$ cat src/hw/rtl/uqpt_pkg.sv
// Shared constants, codes and types for the URL query parameter tokenizer.
package uqpt_pkg;

	// Longest URI in bytes; the position counter can hold this value itself
	localparam int MAX_URI_BYTES = 1024;
	localparam int POS_W         = $clog2(MAX_URI_BYTES) + 1;
	localparam int PREFIX_LEN    = 10;
	localparam int PIDX_W        = $clog2(PREFIX_LEN);

	// Field widths of the request and result channels
	localparam int CHAR_W  = 8;
	localparam int KIND_W  = 2;
	localparam int IDX_W   = 4;
	localparam int FIELD_W = 10;
	localparam int MAXP_W  = 4;

	localparam logic [MAXP_W-1:0] MAXP_RESET = 4'd10;

	// Parse phases
	localparam int PHASE_W = 3;
	localparam logic [PHASE_W-1:0] PH_PREFIX      = 3'd0;
	localparam logic [PHASE_W-1:0] PH_NAME_START  = 3'd1;
	localparam logic [PHASE_W-1:0] PH_NAME        = 3'd2;
	localparam logic [PHASE_W-1:0] PH_VALUE_START = 3'd3;
	localparam logic [PHASE_W-1:0] PH_VALUE       = 3'd4;

	// Result kinds
	localparam logic [KIND_W-1:0] KIND_PAIR    = 2'd0;
	localparam logic [KIND_W-1:0] KIND_END_OK  = 2'd1;
	localparam logic [KIND_W-1:0] KIND_END_ERR = 2'd2;

	// Separator characters
	localparam logic [CHAR_W-1:0] CH_EQUALS = 8'h3d;
	localparam logic [CHAR_W-1:0] CH_AMP    = 8'h26;

	// Result queue
	localparam int RQ_DEPTH = 4;
	localparam int RQ_PTR_W = $clog2(RQ_DEPTH);
	localparam int RQ_CNT_W = $clog2(RQ_DEPTH + 1);

	typedef struct packed {
		logic [KIND_W-1:0]  kind;
		logic [IDX_W-1:0]   idx;
		logic [FIELD_W-1:0] name_off;
		logic [FIELD_W-1:0] name_len;
		logic [FIELD_W-1:0] arg_off;
		logic [FIELD_W-1:0] arg_len;
		logic               fin;
	} result_t;

	// Expected prefix "/ajax.cgi?", one byte per position
	function automatic logic [CHAR_W-1:0] prefix_byte(input logic [PIDX_W-1:0] idx);
		logic [CHAR_W-1:0] b;
		case (idx)
			4'd0:    b = 8'h2f;
			4'd1:    b = 8'h61;
			4'd2:    b = 8'h6a;
			4'd3:    b = 8'h61;
			4'd4:    b = 8'h78;
			4'd5:    b = 8'h2e;
			4'd6:    b = 8'h63;
			4'd7:    b = 8'h67;
			4'd8:    b = 8'h69;
			4'd9:    b = 8'h3f;
			default: b = '0;
		endcase
		return b;
	endfunction

endpackage

$ cat src/hw/rtl/url_query_param_tokenizer.sv
// Top level of the URL query parameter tokenizer: byte parser and result queue.
//
// Usage: URI bytes arrive on the request channel (in_valid/in_ready, char_byte,
// last_byte), one byte per request, last_byte high on the final byte of a URI.
// The prefix "/ajax.cgi?" is checked, then each name=value pair is reported on
// the result channel (out_valid/out_ready) as a pair record; the final byte
// also yields an end record with success or error status, after which the
// parser is ready for the next URI. cfg_ready is always high; the user must write
// max_params over the cfg channel (cfg_valid/cfg_ready/cfg_data) only while the
// block is idle, which the block itself does not enforce.
// A request is held in the input register, parsed from there when the queue has
// room for two results, and its results are offered from the result queue.
// Throughput: one byte per cycle while the queue can take two results; a final
// byte closing a pending pair writes two results into the four-entry result queue.
// Stall: when out_ready is low the queue fills and in_ready drops once fewer
// than two queue entries are free; no request or result is lost.
// Reset: arst_n clears the parser state, empties the queue and sets max_params
// to ten; there is no clearing pass.
module url_query_param_tokenizer (
	input  logic                           clk,
	input  logic                           arst_n,
	input  logic                           cfg_valid,
	output logic                           cfg_ready,
	input  logic [uqpt_pkg::MAXP_W-1:0]    cfg_data,
	input  logic                           in_valid,
	output logic                           in_ready,
	input  logic [uqpt_pkg::CHAR_W-1:0]    char_byte,
	input  logic                           last_byte,
	output logic                           out_valid,
	input  logic                           out_ready,
	output logic [uqpt_pkg::KIND_W-1:0]    result_kind,
	output logic [uqpt_pkg::IDX_W-1:0]     pair_index,
	output logic [uqpt_pkg::FIELD_W-1:0]   name_offset,
	output logic [uqpt_pkg::FIELD_W-1:0]   name_length,
	output logic [uqpt_pkg::FIELD_W-1:0]   value_offset,
	output logic [uqpt_pkg::FIELD_W-1:0]   value_length,
	output logic                           final_result
);
	import uqpt_pkg::*;

	// Configuration register
	logic [MAXP_W-1:0] max_params_q;

	// Input register
	logic              valid_s1;
	logic [CHAR_W-1:0] char_s1;
	logic              last_s1;

	// Parser state
	logic [PHASE_W-1:0] phase_q, phase_n;
	logic [POS_W-1:0]   position_q, position_n;
	logic [POS_W-1:0]   run_q, run_n;
	logic [FIELD_W-1:0] pname_off_q, pname_off_n;
	logic [FIELD_W-1:0] pname_len_q, pname_len_n;
	logic [FIELD_W-1:0] pvalue_off_q, pvalue_off_n;
	logic [IDX_W-1:0]   pair_count_q, pair_count_n;
	logic               fault_q, fault_n;

	// Result queue
	result_t             rq_mem_q [RQ_DEPTH];
	logic [RQ_PTR_W-1:0] wr_ptr_q, rd_ptr_q;
	logic [RQ_CNT_W-1:0] cnt_q;

	logic          adv;
	logic          pop;
	logic [1:0]    push;
	logic          pair_v;
	result_t       pair_rec, end_rec, rec_a, rec_b;
	logic [IDX_W-1:0] pc_inc;
	logic [RQ_PTR_W-1:0] wr_ptr_p1;

	assign cfg_ready = 1'b1;

	// Parse only when the queue can take two results
	assign adv      = valid_s1 && (cnt_q <= RQ_CNT_W'(RQ_DEPTH - 2));
	assign in_ready = !valid_s1 || adv;
	assign pop      = out_valid && out_ready;

	// Hold max_params
	always_ff @(posedge clk or negedge arst_n) begin
		if (!arst_n) begin
			max_params_q <= MAXP_RESET;
		end else if (cfg_valid && cfg_ready) begin
			max_params_q <= cfg_data;
		end
	end

	// Capture the request
	always_ff @(posedge clk or negedge arst_n) begin
		if (!arst_n) begin
			valid_s1 <= 1'b0;
		end else if (in_ready) begin
			valid_s1 <= in_valid;
		end
	end

	always_ff @(posedge clk) begin
		if (in_valid && in_ready) begin
			char_s1 <= char_byte;
			last_s1 <= last_byte;
		end
	end

	assign pc_inc = pair_count_q + IDX_W'(1);

	// Advance the parser by one byte
	always_comb begin
		phase_n      = phase_q;
		position_n   = position_q;
		run_n        = run_q;
		pname_off_n  = pname_off_q;
		pname_len_n  = pname_len_q;
		pvalue_off_n = pvalue_off_q;
		pair_count_n = pair_count_q;
		fault_n      = fault_q;
		pair_v       = 1'b0;
		pair_rec     = '0;
		end_rec      = '0;
		push         = 2'd0;

		if (adv && !fault_q) begin
			if (position_q >= POS_W'(MAX_URI_BYTES)) begin
				fault_n = 1'b1;
			end else begin
				unique case (phase_q)
					PH_PREFIX: begin
						if (position_q >= POS_W'(PREFIX_LEN) ||
						    char_s1 != prefix_byte(position_q[PIDX_W-1:0])) begin
							fault_n = 1'b1;
						end else if (position_q == POS_W'(PREFIX_LEN - 1)) begin
							phase_n = PH_NAME_START;
						end
					end
					PH_NAME_START: begin
						pname_off_n  = FIELD_W'(position_q);
						pname_len_n  = '0;
						pvalue_off_n = '0;
						phase_n      = PH_NAME;
					end
					PH_NAME: begin
						if (char_s1 == CH_EQUALS) begin
							pname_len_n = FIELD_W'(run_q);
							phase_n     = PH_VALUE_START;
						end
					end
					PH_VALUE_START: begin
						pvalue_off_n = FIELD_W'(position_q);
						phase_n      = PH_VALUE;
					end
					default: begin
						if (char_s1 == CH_AMP) begin
							pair_count_n = pc_inc;
							if (pc_inc == max_params_q) begin
								fault_n = 1'b1;
							end else begin
								pair_v = 1'b1;
							end
							phase_n = PH_NAME_START;
						end
					end
				endcase
				// A new name or value run starts at one after its first byte
				if (phase_q == PH_NAME_START || phase_q == PH_VALUE_START) begin
					run_n = POS_W'(1);
				end else begin
					run_n = run_q + POS_W'(1);
				end
				position_n = position_q + POS_W'(1);
			end
		end

		// Pair record closed by an ampersand
		if (pair_v) begin
			pair_rec.kind     = KIND_PAIR;
			pair_rec.idx      = pair_count_q;
			pair_rec.name_off = pname_off_q;
			pair_rec.name_len = pname_len_q;
			pair_rec.arg_off  = pvalue_off_q;
			pair_rec.arg_len  = FIELD_W'(run_q);
			pair_rec.fin      = 1'b0;
		end

		// Close the URI on its final byte
		if (adv && last_s1) begin
			if (!fault_n && phase_n == PH_PREFIX) begin
				fault_n = 1'b1;
			end
			if (!fault_n && phase_n == PH_VALUE) begin
				pair_v            = 1'b1;
				pair_rec.kind     = KIND_PAIR;
				pair_rec.idx      = pair_count_n;
				pair_rec.name_off = pname_off_n;
				pair_rec.name_len = pname_len_n;
				pair_rec.arg_off  = pvalue_off_n;
				pair_rec.arg_len  = FIELD_W'(run_n);
				pair_rec.fin      = 1'b0;
			end
			end_rec.kind = fault_n ? KIND_END_ERR : KIND_END_OK;
			end_rec.fin  = 1'b1;
			push         = pair_v ? 2'd2 : 2'd1;
			phase_n      = PH_PREFIX;
			position_n   = '0;
			run_n        = '0;
			pname_off_n  = '0;
			pname_len_n  = '0;
			pvalue_off_n = '0;
			pair_count_n = '0;
			fault_n      = 1'b0;
		end else if (pair_v) begin
			push = 2'd1;
		end

		rec_a = pair_v ? pair_rec : end_rec;
		rec_b = end_rec;
	end

	// Hold the parser state
	always_ff @(posedge clk or negedge arst_n) begin
		if (!arst_n) begin
			phase_q      <= PH_PREFIX;
			position_q   <= '0;
			run_q        <= '0;
			pname_off_q  <= '0;
			pname_len_q  <= '0;
			pvalue_off_q <= '0;
			pair_count_q <= '0;
			fault_q      <= 1'b0;
		end else begin
			phase_q      <= phase_n;
			position_q   <= position_n;
			run_q        <= run_n;
			pname_off_q  <= pname_off_n;
			pname_len_q  <= pname_len_n;
			pvalue_off_q <= pvalue_off_n;
			pair_count_q <= pair_count_n;
			fault_q      <= fault_n;
		end
	end

	assign wr_ptr_p1 = wr_ptr_q + RQ_PTR_W'(1);

	// Write up to two results into the queue
	always_ff @(posedge clk) begin
		if (push != 2'd0) begin
			rq_mem_q[wr_ptr_q] <= rec_a;
		end
		if (push == 2'd2) begin
			rq_mem_q[wr_ptr_p1] <= rec_b;
		end
	end

	// Advance queue pointers and count
	always_ff @(posedge clk or negedge arst_n) begin
		if (!arst_n) begin
			wr_ptr_q <= '0;
			rd_ptr_q <= '0;
			cnt_q    <= '0;
		end else begin
			wr_ptr_q <= wr_ptr_q + RQ_PTR_W'(push);
			if (pop) begin
				rd_ptr_q <= rd_ptr_q + RQ_PTR_W'(1);
			end
			cnt_q <= cnt_q + RQ_CNT_W'(push) - RQ_CNT_W'(pop);
		end
	end

	// Drive the result channel from the queue head
	assign out_valid    = (cnt_q != '0);
	assign result_kind  = rq_mem_q[rd_ptr_q].kind;
	assign pair_index   = rq_mem_q[rd_ptr_q].idx;
	assign name_offset  = rq_mem_q[rd_ptr_q].name_off;
	assign name_length  = rq_mem_q[rd_ptr_q].name_len;
	assign value_offset = rq_mem_q[rd_ptr_q].arg_off;
	assign value_length = rq_mem_q[rd_ptr_q].arg_len;
	assign final_result = rq_mem_q[rd_ptr_q].fin;

	// Queue never overflows
	assert property (@(posedge clk) disable iff (!arst_n)
		cnt_q <= RQ_CNT_W'(RQ_DEPTH))
		else $error("result queue overflow");

	// A final byte returns the parser to its starting state
	assert property (@(posedge clk) disable iff (!arst_n)
		adv && last_s1 |=> phase_q == PH_PREFIX && position_q == '0 && !fault_q)
		else $error("parser not cleared after final byte");

	// A faulted URI yields at most its end record per byte
	assert property (@(posedge clk) disable iff (!arst_n)
		adv && fault_q |-> push <= 2'd1 && !pair_v)
		else $error("pair record after fault");

	// Two results only on a final byte
	assert property (@(posedge clk) disable iff (!arst_n)
		push == 2'd2 |-> adv && last_s1)
		else $error("two results without final byte");

endmodule
$ cat config.mk
export PLATFORM = sky130hd
export DESIGN_NAME = url_query_param_tokenizer
export DESIGN_NICKNAME = d
export VERILOG_FILES = /design/src/hw/rtl/uqpt_pkg.sv /design/src/hw/rtl/url_query_param_tokenizer.sv
export SDC_FILE = /design/constraint.sdc
export NUM_CORES = 1
export LEC_CHECK = 0
export BUFFER_PORTS_ARGS = -buffer_cell sky130_fd_sc_hd__buf_2
export CAP_MARGIN = 25
export CORE_MARGIN = 10
export CORE_UTILIZATION = 50
export DETAILED_ROUTE_END_ITERATION = 16
export MAX_ROUTING_LAYER = met4
export PLACE_DENSITY = 0.68
export SETUP_SLACK_MARGIN = 0.2
export SLEW_MARGIN = 20
export SYNTH_ARGS = -nofsm -noshare
export SYNTH_HDL_FRONTEND = slang
export SYNTH_SLANG_ARGS = --single-unit
export TNS_END_PERCENT = 20
$ cat constraint.sdc
create_clock -name clk -period 5.05 [get_ports clk]
set_clock_uncertainty 0.2 [all_clocks]
set_input_delay 0.7575 -clock clk [delete_from_list [all_inputs] [get_ports clk]]
set_output_delay 0.7575 -clock clk [all_outputs]
set_load 0.01 [all_outputs]
==> results of run 1 <==
placed cells by master (no fill, tap or decap), types with 3 or more instances in the layout:
| master | count |
|---|---|
| a22o_1 | 111 |
| nand2b_1 | 12 |
| clkbuf_16 | 31 |
| o21ai_0 | 55 |
| nand2_1 | 111 |
| o21ai_1 | 3 |
| dfxtp_1 | 176 |
| a21oi_1 | 39 |
| mux4_2 | 47 |
| mux2i_1 | 18 |
| ha_1 | 12 |
| a31oi_1 | 7 |
| o21a_1 | 6 |
| buf_2 | 65 |
| buf_4 | 20 |
| and3_1 | 8 |
| nor3_1 | 14 |
| nor2_1 | 64 |
| a22oi_1 | 17 |
| xnor2_1 | 15 |
| clkbuf_1 | 5 |
| and2_1 | 6 |
| inv_1 | 22 |
| clkbuf_8 | 7 |
| nor2b_1 | 5 |
| o2bb2ai_1 | 15 |
| o211ai_1 | 4 |
| or3_1 | 3 |
| nand4_1 | 6 |
| clkinv_2 | 3 |
| xor2_1 | 13 |
| o221ai_1 | 8 |
| nand3_1 | 31 |
| dfrtp_1 | 67 |
| mux2_2 | 5 |
| edfxtp_1 | 21 |
cell type report:
| cell class | instances | area, um^2 | area share |
|---|---|---|---|
| multi-input combinational | 689 | 5315 | 0.4039 |
| inverter | 22 | 82.58 | 0.006276 |
| sequential | 268 | 5936 | 0.4511 |
| timing repair buffer | 87 | 515.5 | 0.03917 |
| clock inverter | 5 | 27.53 | 0.002092 |
| tap | 313 | 391.6 | 0.02976 |
| clock buffer | 43 | 890.9 | 0.06770 |
registers in the layout, indices dropped and copies added (netlist names), 2 cells and up:
register / cells
cnt_q: 3
pair_count_q: 4
rd_ptr_q: 2
wr_ptr_q: 2
pname_len_q: 10
rq_mem_q: 188
pname_off_q: 10
max_params_q: 4
pvalue_off_q: 10
run_q: 10
position_q: 11
char_s1: 8
phase_q: 3
worst min path at each step:
| stage | endpoint | slack [ns] | depth (start not counted) |
|---|---|---|---|
| finish | pname_off_q[8]$_DFF_PN0_ | -0.02 | 1 |
| global route | pname_off_q[8]$_DFF_PN0_ | 0.02 | 1 |
| CTS | last_s1$_DFFE_PP_ | 0.18 | 1 |
| detailed placement | rq_mem_q[3][11]$_SDFFE_PP0P_ | 0.24 | 2 |
| global placement | rq_mem_q[2][1]$_SDFFE_PP0P_ | 0.23 | 2 |
| floorplan | rq_mem_q[1][11]$_SDFFE_PP0P_ | 0.22 | 2 |
worst register-to-register path, delay by kind of cell (launching register included):
| kind | cells | cell delay [ns] |
|---|---|---|
| buf+inv | 3 | 0.40 |
| flops | 1 | 0.50 |
| fa+ha+maj | 2 | 0.71 |
| compound gates | 1 | 0.17 |
| simple gates | 5 | 1.45 |
| xor+xnor | 2 | 0.34 |
cells by family (layout without fill, tap and decap cells):
kind of cell,count (synthesis),after routing,share of synthesized area
buf+inv,94,157,0.03558
fa+ha+maj,13,13,0.01462
compound gates,293,293,0.1899
other cells,1,1,0.0003222
simple gates,282,282,0.1142
mux,70,70,0.1113
flops,268,268,0.5098
xor+xnor,30,30,0.02440
layer usage:
metal / wire length, um / global-route usage / vias up
met5: 0 / - / -
met4: 624 / 0.05147 / 0
met3: 1682 / 0.03398 / 44
met2: 13600 / 0.3016 / 290
met1: 13310 / 0.2613 / 4312
li1: - / - / 3992
where the power goes:
group	switching (mW)	total [mW]	internal (mW)
logic	0.896	1.43	0.530
registers	0.243	2.53	2.29
clock network	0.823	2.03	1.21
total	1.96	5.99	4.03
metrics by stage:
stage / cells / util / power (mW) / cell area [um^2] / hold slack (ns)
floorplan: 1051 / - / 3.555 / 11640 / 0.2198
global placement: 1378 / 0.5365 / 3.989 / 12220 / 0.2298
detailed placement: 1378 / 0.5365 / 3.992 / 12220 / 0.2399
CTS: 1426 / 0.5768 / 6.008 / 13140 / 0.1827
global route: 1427 / 0.5777 / 6.267 / 13160 / 0.01650
finish: 1427 / 0.5777 / 5.989 / 13160 / -0.01772
==> run_results.csv, run 1 <==
group,metric,value,unit
worst_setup_path,cp_common_cell,"nor2_1",
worst_setup_path,end_kind,"flop",
power_and_ir_drop,power_density,455.1,nW/um^2
placement,pre_cts_ws,1.303,ns
worst_setup_path,crit_family,"simple AND/OR/NAND/NOR gates",
floorplanning,start_util,0.5110,
yosys,synth_seq_area_share,0.5098,
clock_tree,cts_buffers,28,
clock_tree,cts.sinks,268,
yosys,synth_area_leaders,"dfxtp_1 (30%), dfrtp_1 (15%), mux4_2 (9.1%)",
placement,port_buffers,66,
clock_tree,path_clk_slew,0.06,ns
outcome,status,"complete, but fails checks",
timing,rsz0062_at_grt,"false",
yosys,yosysWarnings,0,
floorplanning,die-area,29780,um^2
timing,slew-limit-headroom,0.3927,
clock_tree,clk_path_buf_depth,3,
timing,max_freq,259.6,MHz
yosys,synth_edf_count,21,
floorplanning,die_x,172.6,um
floorplanning,fp.dieH,172.6,um
clock_tree,cts_resized,0,
worst_setup_path,r2r_end,"cnt_q[2]$_DFF_PN0_",
worst_setup_path,start_kind,"flop",
grt,grt.total_usage,0.1954,
worst_setup_path,reg2reg_depth,13,
final_layout,drive_gt1_frac,0.1885,
worst_setup_path,setup.worst_path.end,"cnt_q[2]$_DFF_PN0_",
yosys,postSynth.asyncResetShare,0.2649,
placement,hpwl,19.65,mm
yosys,yosysMostFrequentCell,"dfxtp_1",
clock_tree,clkLatencyLatePin,0.54,ns
route,drc_errors,0,
outcome,failed_checks,"hold timing",
route,dr.pass1.iters,5,
yosys,synth_cells,1051,
route,drtAntennaViolNets,0,
worst_setup_path,critical_path_buf_inv_count,3,
yosys,synth_area_per_cell,11.07,um^2
grt,grt_first_pass_wirelength,47.27,mm
hold_path,min_path_type,"in2async",
power_and_ir_drop,p_leak,5.383,nW
yosys,ys_seq_elements,268,
worst_setup_path,reg2reg_slack,1.20,ns
timing,tightest_slew,0.9092,ns
power_and_ir_drop,ir_drop,0.3051,mV
final_layout,syn2layout_area_growth,13.06,%
clock_tree,cts_root_buf,"clkbuf_16",
worst_setup_path,path_cells,"nor4b_2 -> nand3_1 -> nor2_1 -> o21a_1 -> buf_4 -> nor2_1 -> nor2_1 -> inv_1 -> ha_1 -> inv_1 -> fa_1 -> xnor2_1 -> xnor2_1",
worst_setup_path,path_depth,13,
yosys,synthDistinctLibCells,76,
run,max_cap_viol_count,0,
final_layout,num_antenna_cells,0,
worst_setup_path,r2r-start,"char_s1[1]$_DFFE_PP_",
worst_setup_path,worstSetupPathType,"reg2reg",
yosys,syn_nets,1082,
route,drt_iter0_markers,736,
route,detail_route.vias_per_cell,6.053,
grt,overflow,0,
worst_setup_path,critPathSlowestCell,"edfxtp_1",
worst_setup_path,cp_max_fo,22,
yosys,synth_top_area_frac,0.3027,
floorplanning,core_area,22780,um^2
worst_setup_path,crit_arrival,4.11,ns
final_layout,num-nets-final,1127,
grt,grt_max_degree,72,
yosys,synth_common_cells,"dfxtp_1 (176), a22o_1 (111), nand2_1 (111), dfrtp_1 (69), nor2_1 (64)",
yosys,synth_area,11640,um^2
grt,antenna_found_initial,0,
clock_tree,ctsHtreeMaxLevel,1,
clock_tree,hold_buffers,0,
route,drt-wirelength-per-cell,20.48,um
placement,place.gp.congestion,0.8914,
timing,fin_crit,3.853,ns
timing,whs,-0.01772,ns
clock_tree,cts_tree,"done",
yosys,synth_top_area_cell,"dfxtp_1",
final_layout,fill_cells,1886,
grt,grt_pass1_vias,8482,
yosys,synthFlopType,"dfxtp_1",
worst_setup_path,cp_data_required_time,5.31,ns
route,wl,29.22,mm
floorplanning,num_rows,55,
worst_setup_path,crit_start,"char_s1[1]$_DFFE_PP_",
timing,finalHoldViolCount,15,
clock_tree,post_cts_buffers,0,
timing,slew_viol_final,0,
timing,setup_tns,0,ns
timing,setup_slack,1.197,ns
timing,finalSetupViolations,0,
route,via_count,8638,
timing,fin_crit_sh,0.7629,
worst_setup_path,cpPeakStageDelay,0.50,ns
floorplanning,pin_count,68,
Power figures use the tool's default switching activity.
==> run 2, diff against run 1 <==
Settings changed: PLACE_DENSITY 0.68 to 0.7.
Clock period 5.05 ns to 3.4 ns, I/O delays scaled along.
==> run_results.csv, run 2 (synthesis results as in run 1) <==
group,metric,value,unit
clock_tree,cts_tree,"done",
worst_setup_path,cp_data_required_time,3.64,ns
timing,finalHoldViolCount,0,
worst_setup_path,cpPeakStageDelay,0.44,ns
floorplanning,num_rows,55,
clock_tree,cts_root_buf,"clkbuf_16",
clock_tree,clkLatencyLatePin,0.56,ns
final_layout,top_register,"rq_mem_q",
timing,max_freq,316.3,MHz
grt,grt.total_usage,0.2051,
worst_setup_path,reg2reg_depth,13,
final_layout,final_common_cell,"dfxtp_1",
route,dr.pass1.iters,5,
timing,setup_tns,0,ns
clock_tree,cts_buffers,28,
clock_tree,cts.sinks,268,
final_layout,syn2layout_area_growth,19.01,%
final_layout,largest_registers,"rq_mem_q: 188 flops, position_q: 11 flops",
worst_setup_path,crit_arrival,3.40,ns
route,drc_errors,0,
route,detail_route.vias_per_cell,6.003,
placement,place.gp.congestion,0.9223,
grt,overflow,0,
clock_tree,path_clk_slew,0.06,ns
worst_setup_path,critical_path_buf_inv_count,1,
placement,port_buffers,66,
placement,pre_cts_ws,0.07175,ns
outcome,status,"completed",
power_and_ir_drop,power_density,682.2,nW/um^2
worst_setup_path,r2r-start,"char_s1[4]$_DFFE_PP_",
route,drt-wirelength-per-cell,20.43,um
floorplanning,die-area,29780,um^2
route,drtAntennaViolNets,0,
final_layout,final_cell_mix,"dfxtp_1 (176), a22o_1 (111), nand2_1 (110), dfrtp_1 (67), buf_2 (65)",
route,via_count,8902,
clock_tree,clk_path_buf_depth,3,
worst_setup_path,path_depth,13,
final_layout,num-nets-final,1179,
grt,grt_pass1_vias,8943,
worst_setup_path,crit_start,"char_s1[4]$_DFFE_PP_",
grt,grt_max_degree,72,
worst_setup_path,crit_family,"adder cells",
hold_path,hold_depth,2,
timing,finalSetupViolations,0,
timing,rsz0062_at_grt,"true",
timing,fin_crit_sh,0.9300,
run,max_cap_viol_count,0,
final_layout,drive_gt1_frac,0.2256,
floorplanning,start_util,0.5110,
worst_setup_path,path_cells,"nor4b_4 -> nand2_2 -> o211ai_1 -> a21oi_2 -> nor2_2 -> nand2_1 -> a21boi_2 -> ha_1 -> inv_2 -> ha_4 -> fa_2 -> xnor2_2 -> xnor2_1",
grt,grt_first_pass_wirelength,49.51,mm
worst_setup_path,worstSetupPathType,"reg2reg",
worst_setup_path,start_kind,"flop",
timing,setup_slack,0.2380,ns
power_and_ir_drop,ir_drop,0.4869,mV
final_layout,num_antenna_cells,0,
floorplanning,core_area,22780,um^2
floorplanning,die_x,172.6,um
timing,tightest_slew,0.7926,ns
final_layout,largest_reg_flops,188,
route,wl,30.30,mm
worst_setup_path,critPathSlowestCell,"edfxtp_1",
timing,slew-limit-headroom,0.4716,
floorplanning,fp.dieH,172.6,um
hold_path,min_path_type,"in2reg",
power_and_ir_drop,p_leak,5.725,nW
timing,fin_crit,3.162,ns
hold_path,worstHoldStart,"in_valid",
placement,hpwl,19.72,mm
grt,antenna_found_initial,0,
timing,slew_viol_final,0,
clock_tree,ctsHtreeMaxLevel,1,
worst_setup_path,end_kind,"flop",
worst_setup_path,cp_max_fo,3,
floorplanning,pin_count,68,
route,drt_iter0_markers,779,
-- run 2: power by group --
group | leakage, nW | switching (mW) | internal (mW) | total (mW)
Combinational | 2.66 | 1.55 | 0.935 | 2.48
Sequential | 2.56 | 0.218 | 3.41 | 3.62
Clock | 0.503 | 1.29 | 2.06 | 3.34
-- run 2: cell type report --
cell class	count	area, um^2
Fill cell	1785	8927
Sequential cell	268	5936
Multi-Input combinational cell	689	5394
Timing Repair Buffer	139	1023
Clock buffer	38	810.8
Tap cell	313	391.6
Clock inverter	14	212.7
Inverter	22	82.58
-- run 2: through the flow --
step / util / total power, mW / instances / cell area (um^2) / hold WS [ns]
6_report: 0.6081 / 9.449 / 1483 / 13850 / 0.01726
5_1_grt: 0.6081 / 9.872 / 1483 / 13850 / 0.02605
4_1_cts: 0.6038 / 9.414 / 1478 / 13750 / 0.002402
3_5_place_dp: 0.5516 / 6.057 / 1410 / 12560 / 0.2367
3_3_place_gp: 0.5516 / 6.006 / 1410 / 12560 / 0.2306
2_1_floorplan: - / 5.282 / 1051 / 11660 / 0.01441
-- run 2: layer usage --
layer	GRT usage	up-vias	part of all wire
met1	0.2601	4393	0.43
li1	-	4114	-
met3	0.03442	77	0.057
met5	-	-	0
met4	0.06270	0	0.030
met2	0.3302	318	0.49
-- run 2: worst paths after layout --
check                                                    end  slack (ns)
worst max-delay path                      cnt_q[2]$_DFF_PN0_        0.24
worst min-delay path                    valid_s1$_DFFE_PN0N_        0.02
worst max register to register            cnt_q[2]$_DFF_PN0_        0.24
worst min register to register  rq_mem_q[2][20]$_SDFFE_PP0P_        0.25
max in group asynchronous            rd_ptr_q[0]$_DFFE_PN0P_        2.14
min in group asynchronous          pair_count_q[1]$_DFF_PN0_        0.28
-- run 2: what timing repair did --
item	4_1_cts	5_1_grt
gates resized for setup	3	11
hold endpoints to repair	80	0
buffers inserted	4	4
pin swaps	7	11
endpoints found under the setup margin	1	2
hold buffers	12	0
